### src/hw/rtl/icy_pkg.sv
package icy_pkg;

    localparam int CHUNK      = 8192;
    localparam int CHUNK_W    = $clog2(CHUNK);
    localparam int INTERVAL_W = 24;
    localparam int META_W     = 12;

    localparam logic KIND_AUDIO = 1'b0;
    localparam logic KIND_META  = 1'b1;

    typedef logic [CHUNK_W-1:0]    chunk_pos_t;
    typedef logic [INTERVAL_W-1:0] interval_t;
    typedef logic [META_W-1:0]     meta_cnt_t;

    typedef enum logic [1:0] {
        PH_AUDIO  = 2'd0,
        PH_LENGTH = 2'd1,
        PH_META   = 2'd2
    } phase_t;

    typedef struct packed {
        logic emit;
        logic kind;
        logic last;
    } icy_result_t;

endpackage

### src/hw/rtl/icy_parser.sv
module icy_parser
    import icy_pkg::*;
(
    input  logic        clk,
    input  logic        rst_n,
    input  logic        accept,
    input  logic [7:0]  data,
    input  interval_t   interval,
    output icy_result_t res
);

    phase_t     phase_reg, phase_next;
    interval_t  audio_pos_reg, audio_pos_next;
    chunk_pos_t chunk_pos_reg, chunk_pos_next;
    meta_cnt_t  meta_rem_reg, meta_rem_next;

    always_ff @(posedge clk or negedge rst_n)
    begin
        if (!rst_n)
        begin
            phase_reg     <= PH_AUDIO;
            audio_pos_reg <= '0;
            chunk_pos_reg <= '0;
            meta_rem_reg  <= '0;
        end
        else if (accept)
        begin
            phase_reg     <= phase_next;
            audio_pos_reg <= audio_pos_next;
            chunk_pos_reg <= chunk_pos_next;
            meta_rem_reg  <= meta_rem_next;
        end
    end

    always_comb
    begin
        phase_next     = phase_reg;
        audio_pos_next = audio_pos_reg;
        chunk_pos_next = chunk_pos_reg;
        meta_rem_next  = meta_rem_reg;
        res.emit       = 1'b1;
        res.kind       = KIND_AUDIO;
        res.last       = 1'b0;

        unique case (phase_reg)
            PH_LENGTH:
            begin
                // length code: L * 16 metadata bytes follow, no beat
                res.emit      = 1'b0;
                meta_rem_next = {data, 4'b0000};
                phase_next    = (data == 8'd0) ? PH_AUDIO : PH_META;
            end
            PH_META:
            begin
                res.kind = KIND_META;
                res.last = (meta_rem_reg <= meta_cnt_t'(1));
                if (res.last)
                begin
                    meta_rem_next = '0;
                    phase_next    = PH_AUDIO;
                end
                else
                begin
                    meta_rem_next = meta_rem_reg - meta_cnt_t'(1);
                end
            end
            default:
            begin
                phase_next = PH_AUDIO;
                res.last   = (chunk_pos_reg >= chunk_pos_t'(CHUNK - 1));
                if (interval == '0)
                begin
                    audio_pos_next = '0;
                end
                else if (({1'b0, audio_pos_reg} + 25'd1) >= {1'b0, interval})
                begin
                    res.last       = 1'b1;
                    audio_pos_next = '0;
                    phase_next     = PH_LENGTH;
                end
                else
                begin
                    audio_pos_next = audio_pos_reg + interval_t'(1);
                end
                chunk_pos_next = res.last ? '0 : chunk_pos_reg + chunk_pos_t'(1);
            end
        endcase
    end

endmodule

### src/hw/rtl/icy_metadata_stream_demux_top.sv
// Output is registered; an accepted input beat appears in the next cycle.
// Throughput: 1 byte per cycle unless the output stalls; the metadata
//   length code byte is consumed without an output beat.
// Reset: asynchronous, active low; clears the interval to zero, returns to
//   the audio phase with all counters at zero and the output empty.
module icy_metadata_stream_demux_top
    import icy_pkg::*;
(
    input  logic       clk,
    input  logic       rst_n,
    input  logic       cfg_wr_en,
    input  interval_t  cfg_wr_data,
    input  logic       in_valid,
    output logic       in_ready,
    input  logic [7:0] stream_byte,
    output logic       out_valid,
    input  logic       out_ready,
    output logic [7:0] out_byte,
    output logic       byte_kind,
    output logic       message_last
);

    interval_t   interval_reg;
    logic        out_valid_reg, out_valid_next;
    logic [7:0]  out_byte_reg;
    logic        kind_reg;
    logic        last_reg;
    logic        accept;
    icy_result_t res;

    assign in_ready = !out_valid_reg || out_ready;
    assign accept   = in_valid && in_ready;

    always_ff @(posedge clk or negedge rst_n)
    begin
        if (!rst_n)
        begin
            interval_reg <= '0;
        end
        else if (cfg_wr_en)
        begin
            interval_reg <= cfg_wr_data;
        end
    end

    icy_parser u_parser (
        .clk      (clk),
        .rst_n    (rst_n),
        .accept   (accept),
        .data     (stream_byte),
        .interval (interval_reg),
        .res      (res)
    );

    always_comb
    begin
        out_valid_next = out_valid_reg;
        if (accept)
        begin
            out_valid_next = res.emit;
        end
        else if (out_ready)
        begin
            out_valid_next = 1'b0;
        end
    end

    always_ff @(posedge clk or negedge rst_n)
    begin
        if (!rst_n)
        begin
            out_valid_reg <= 1'b0;
        end
        else
        begin
            out_valid_reg <= out_valid_next;
        end
    end

    always_ff @(posedge clk)
    begin
        if (accept && res.emit)
        begin
            out_byte_reg <= stream_byte;
            kind_reg     <= res.kind;
            last_reg     <= res.last;
        end
    end

    assign out_valid    = out_valid_reg;
    assign out_byte     = out_byte_reg;
    assign byte_kind    = kind_reg;
    assign message_last = last_reg;

endmodule

### config.mk
export PLATFORM = sky130hd
export DESIGN_NAME = icy_metadata_stream_demux_top
export DESIGN_NICKNAME = d
export VERILOG_FILES = /design/src/hw/rtl/icy_pkg.sv /design/src/hw/rtl/icy_parser.sv /design/src/hw/rtl/icy_metadata_stream_demux_top.sv
export SDC_FILE = /design/constraint.sdc
export NUM_CORES = 1
export LEC_CHECK = 0
export ABC_CLOCK_PERIOD_IN_PS = 5500
export BUFFER_PORTS_ARGS = -buffer_cell sky130_fd_sc_hd__buf_4
export CAP_MARGIN = 20
export CORE_ASPECT_RATIO = 0.75
export CORE_MARGIN = 3
export CORE_UTILIZATION = 66
export CTS_BUF_LIST = sky130_fd_sc_hd__clkbuf_8
export CTS_CLUSTER_DIAMETER = 150
export DETAILED_ROUTE_END_ITERATION = 12
export PLACE_DENSITY = 0.88
export SLEW_MARGIN = 30
export SYNTH_ARGS = -nofsm -noshare
export SYNTH_HDL_FRONTEND = slang
export SYNTH_SLANG_ARGS = --single-unit
### constraint.sdc
create_clock -name clk -period 5.5 [get_ports clk]
set_input_delay 0.55 -clock clk [delete_from_list [all_inputs] [get_ports clk]]
set_output_delay 0.55 -clock clk [all_outputs]
set_load 0.005 [all_outputs]
* Word level (Yosys, flattened, before mapping)
Cells that the tools add are included. Widths: inputs -> output; s select.
Word-level totals: bits in registers 86, output and inout port bits 12, logic and storage cells 50
Operators by class: reduce and logical (&&, ||, !) cells 12, add/subtract/negate cells 4, $lt $le $gt $ge 3, bitwise logic cells 1, multiplexer cells 18, eq/ne operators 3
Operators with widths (number):
- $mux 24 | 2
- $add 24x1->25 const B | 1
- $ge 25x24->1 | 1
- $add 24x1->24 const B | 1
- $logic_not 24->1 | 1
- $pmux 12 s2 | 1
- $add 13x1->13 const B | 1
- $ge 13x13->1 const B | 1
- $mux 13 | 1
- $le 12x1->1 const B | 1
- $mux 12 | 1
- $sub 12x1->12 const B | 1
- $logic_not 8->1 | 1
- $mux 1 | 8
- $mux 2 | 3
- $reduce_and 2->1 | 3
- $pmux 2 s2 | 1
- $reduce_bool 2->1 | 2
- $eq 2x1->1 const B | 1
- $eq 2x2->1 const B | 1
- $logic_and 1x1->1 | 2
- $ne 2x1->1 const B | 1
- $pmux 1 s2 | 1
- $reduce_or 2->1 | 1
- other kinds (3) | 3

* Logic depth before layout (Yosys ltp)
word-level depth 6, gate-level depth with buffers 16

* By module
From an unflattened synthesis, not the netlist that was laid out.
Second synthesis, totals: cell total of the unflattened synthesis 512, area, all modules 5022.3 um^2
By module, submodules not included:
- icy_parser | cells an instance 445, times used 1, area each 3673.5 um^2
- icy_metadata_stream_demux_top | cells an instance 67, times used 1, area each 1348.8 um^2

* Worst setup path before layout
No wires, ideal clock.
kind reg2reg, start point register u_parser.audio_pos_reg[3], end point register u_parser.audio_pos_reg[15], period minus slack after synthesis 3505 ps, data arrival time 3439 ps, data required time 5434 ps, setup slack 1995 ps, cell stages (with the launch flop) 15, path through dfrtp_1 -> nand4_1 -> nor3_1 -> nand4_1 -> or3_1 -> nand2_1 -> ha_1 -> nand3_1 -> nor4_1 -> and4_1 -> o2bb2ai_1 -> nand3_1 -> nor2_2 -> buf_4 -> a22o_1
Between the ends: longest elaborated chain between the ends 4, elaborated cells on any way between the ends 5, those cells by class 2 x add/sub; 1 x order compare; 2 x mux
Ends and longest elaborated chain:
- from (decl) | line icy_parser.sv:13 | interval_t audio_pos_reg, audio_pos_next;
- from (signal assigned) | line icy_parser.sv:29 | audio_pos_reg <= audio_pos_next;
- $add 24x1->25 | line icy_parser.sv:75 | else if (({1'b0, audio_pos_reg} + 25'd1) >= {1'b0, interval})
- $ge 25x24->1 | line icy_parser.sv:75
- $mux 24 * | line icy_parser.sv:75
- $mux 24 * | line icy_parser.sv:71 | if (interval == '0)
Mark *: on every way between the ends. The rest lies on a longest branch, timed or not. A chain may end at the register's enable or synchronous reset.

* Worst setup path in the final report
start point register u_parser.audio_pos_reg[2], end point register u_parser.audio_pos_reg[7]
Same word-level chain as after synthesis.

==> summary.txt <==
STA
  • Min Hold Slack: 0.1892 ns
  • Setup_tns: 0 ns
  • Final period utilization: between 80% and 90%
  • Final setup viols: 0
  • Fmax: between 200 and 250 MHz
  • Worst-case clock skew: ~0.013 ns
  • Slew headroom: a little over two fifths
  • Slew Viols, Final: 0
  • Worst setup margin: about 0.97 ns
  • RSZ-0062 raised after global routing: false
  • Final Hold Vio Count: 0
  • Period minus WS final: between 4 and 5 ns
  • Measured slew at the worst slew-check pin: 0.8670 ns

Clocking
  • Gates resized, CTS repair: 0
  • Clock Sinks: 86
  • Root Buffer: clkbuf_8
  • CTS tree: built
  • Post-CTS Setup Bufs: 0
  • Skew-Pair Late Insertion Delay: 0.37 ns
  • CTS hold repair buffers: 0
  • Num CTS Buffers: 9
  • Max H-tree Level: 3
  • Clock-pin slew on the worst setup and hold paths: around 0.090 ns
  • Clk buf depth: 2

Logic synthesis
  • Synthesis Warnings: 0
  • Sequential area share after synthesis: 46.33%
  • Syn nets: around 570
  • EDFF count, synth: 10
  • Commonest cells post-synth: 76 x dfrtp_1, 53 x nand2_1, 43 x o21ai_0
  • Cell area after synthesis: between 0.004 and 0.005 mm2
  • Count of cell types in the netlist: 51
  • Asr flop ratio synth: between 80% and 90%
  • Count leader, synth: dfrtp_1
  • Synth area leaders: dfrtp_1 40%, ha_1 7.9%, edfxtp_1 6.3%, o21ai_0 4.5%, a22o_1 4.4%
  • Mean post-synth cell area: roughly 9.5 um2
  • Commonest register cell after synthesis: dfrtp_1
  • Synth Register Bits: 86
  • Synth top area share: approximately 40%
  • Area leader, netlist: dfrtp_1
  • Post-Synthesis Cells: 500

Route
  • Antenna Nets Post-Route: 0
  • Mean routed wirelength per cell: about 18 um
  • Via density: around 6.2
  • Routed wire length: 11.32 mm
  • DRT iter0 DRCs: 358
  • DR pass1 iterations: 5
  • Drt drc: 0
  • Vias post-DR: between 3000 and 4000

Floorplanning
  • Core area: approximately 0.0069 mm2
  • Cell row count: 26
  • Die Wd: about 100 um
  • Die height: roughly 79 um
  • Ports: 49
  • Die ar.: 0.008267 mm2
  • Initial Util: between 60 and 70%

Place
  • Placed Cells: 627
  • DP HPWL: slightly above 8 mm
  • IO Port Bufs: 48
  • Placer Congestion: approximately 0.9
  • Placement Setup Slack: 1.164 ns

Flow run
  • Max Cap Viol: 0

GRT
  • Gr usage total: between 20% and 30%
  • Initial antenna violation count: 0
  • First-pass GRT wire length: ~19 mm
  • Vias in the first global route: about 3800
  • Largest net degree at the start of global routing: 77
  • Grt total ovfl: 0

Power
  • IR drop worst, VDD: between 0.15 and 0.2 mV
  • PwrDens: 287.8 mW/mm2
  • Lkg Pwr: 0.002495 uW

Outcome
  • Outcome: complete, no violations

Final layout
  • Layout cells sized above 1: between 10% and 20%
  • NumNets Final: 607
  • Area added between synthesis and finish: 13.24%
  • Inserted Diodes: 0
  • Non-Filler Instances: around 640

Worst setup path
  • CP Data Required Time: just under 6 ns
  • CP Max Fanout: 19
  • Crit path kind: register to register
  • Crit. End Element: register
  • Critical path launch point type: register
  • Worst reg-to-reg setup slack: 0.97 ns
  • Arrival time worst endpoint: 4.83 ns

Min path
  • Hold WC Path Type: input pin to asynchronous set/reset pin
path summary, 6_finish.rpt:
path,to,startpoint,cells after the start
setup / recovery,u_parser.audio_pos_reg[7]$_DFFE_PN0P_,u_parser.audio_pos_reg[2]$_DFFE_PN0P_,13
hold / removal,interval_reg[4]$_DFFE_PN0P_,rst_n,1
setup reg to reg,u_parser.audio_pos_reg[7]$_DFFE_PN0P_,u_parser.audio_pos_reg[2]$_DFFE_PN0P_,13
hold reg to reg,u_parser.chunk_pos_reg[5]$_DFFE_PN0P_,u_parser.chunk_pos_reg[5]$_DFFE_PN0P_,1
max in group asynchronous,u_parser.audio_pos_reg[18]$_DFFE_PN0P_,rst_n,1
min in group clk,interval_reg[4]$_DFFE_PN0P_,cfg_wr_data[4],3
layout by cell type, fill, tap and decap left out, drive strengths merged, types with 5 or more instances in the layout:
cell / count
or3: 6
nor2: 41
o21ai: 50
nor4: 12
and3: 5
edfxtp: 10
xor2: 13
dfrtp: 76
a22o: 24
a22oi: 6
nand4: 10
buf: 49
and2: 5
o31ai: 5
inv: 33
a21oi: 18
clkbuf: 9
nand2: 54
nor3: 11
xnor2: 14
ha: 30
nand3: 20
logic make-up (layout without fill, tap and decap cells):
| family | Yosys count | in the layout | share of synthesized area, % |
|---|---|---|---|
| buffers and inverters | 50 | 95 | 4.527 |
| XOR/XNOR | 27 | 27 | 4.975 |
| flip-flops | 86 | 86 | 46.33 |
| adder cells (fa/ha/maj) | 30 | 30 | 7.897 |
| AND/OR/NAND/NOR | 182 | 182 | 18.90 |
| AO/OA/AOI/OAI | 123 | 123 | 16.90 |
| multiplexers | 2 | 2 | 0.4738 |
layer usage:
metal	part of all wire (%)	GRT usage (%)	vias to the layer above
met5	0	0	-
li1	-	-	1870
met2	44	43.06	152
met4	1.7	8.632	0
met1	47	42.02	1911
met3	6.9	7.518	22
through the flow:
step / cell area (um2) / util (%) / total power (uW)
global route: 5383 / 78.05 / 1622
global placement: 5141 / 74.55 / 1008
detailed placement: 5141 / 74.55 / 1024
CTS: 5379 / 77.99 / 1551
finish: 5383 / 78.05 / 1549
floorplan: 4753 / - / 921.5
report_power, final:
| part | internal [uW] | total, uW | switching (uW) |
|---|---|---|---|
| Sequential | 697 | 756 | 58.7 |
| Combinational | 118 | 265 | 147 |
| Clock | 300 | 529 | 229 |
final cells by class:
type                            instances  area (um2)
Clock buffer                            9       123.9
Fill cell                             450        1514
Multi-Input combinational cell        364        2336
Tap cell                               98       122.6
Timing Repair Buffer                   49       371.6
Inverter                               30       112.6
Sequential cell                        86        2202
Clock inverter                          7       113.9
worst max-delay path: stages, from the launching register on:
cell	delay (ns)
dfrtp_1	0.46
nand3_1	0.21
nor3_1	0.57
nand4_1	0.43
nor2_1	0.28
xor2_1	0.20
ha_1	0.28
nand4_1	0.12
nor4_1	0.08
and4_1	0.21
o2bb2ai_1	0.29
nand3_1	0.30
nor2_2	0.75
a22o_1	0.26
No activity file was read; power rests on OpenSTA's default activity.
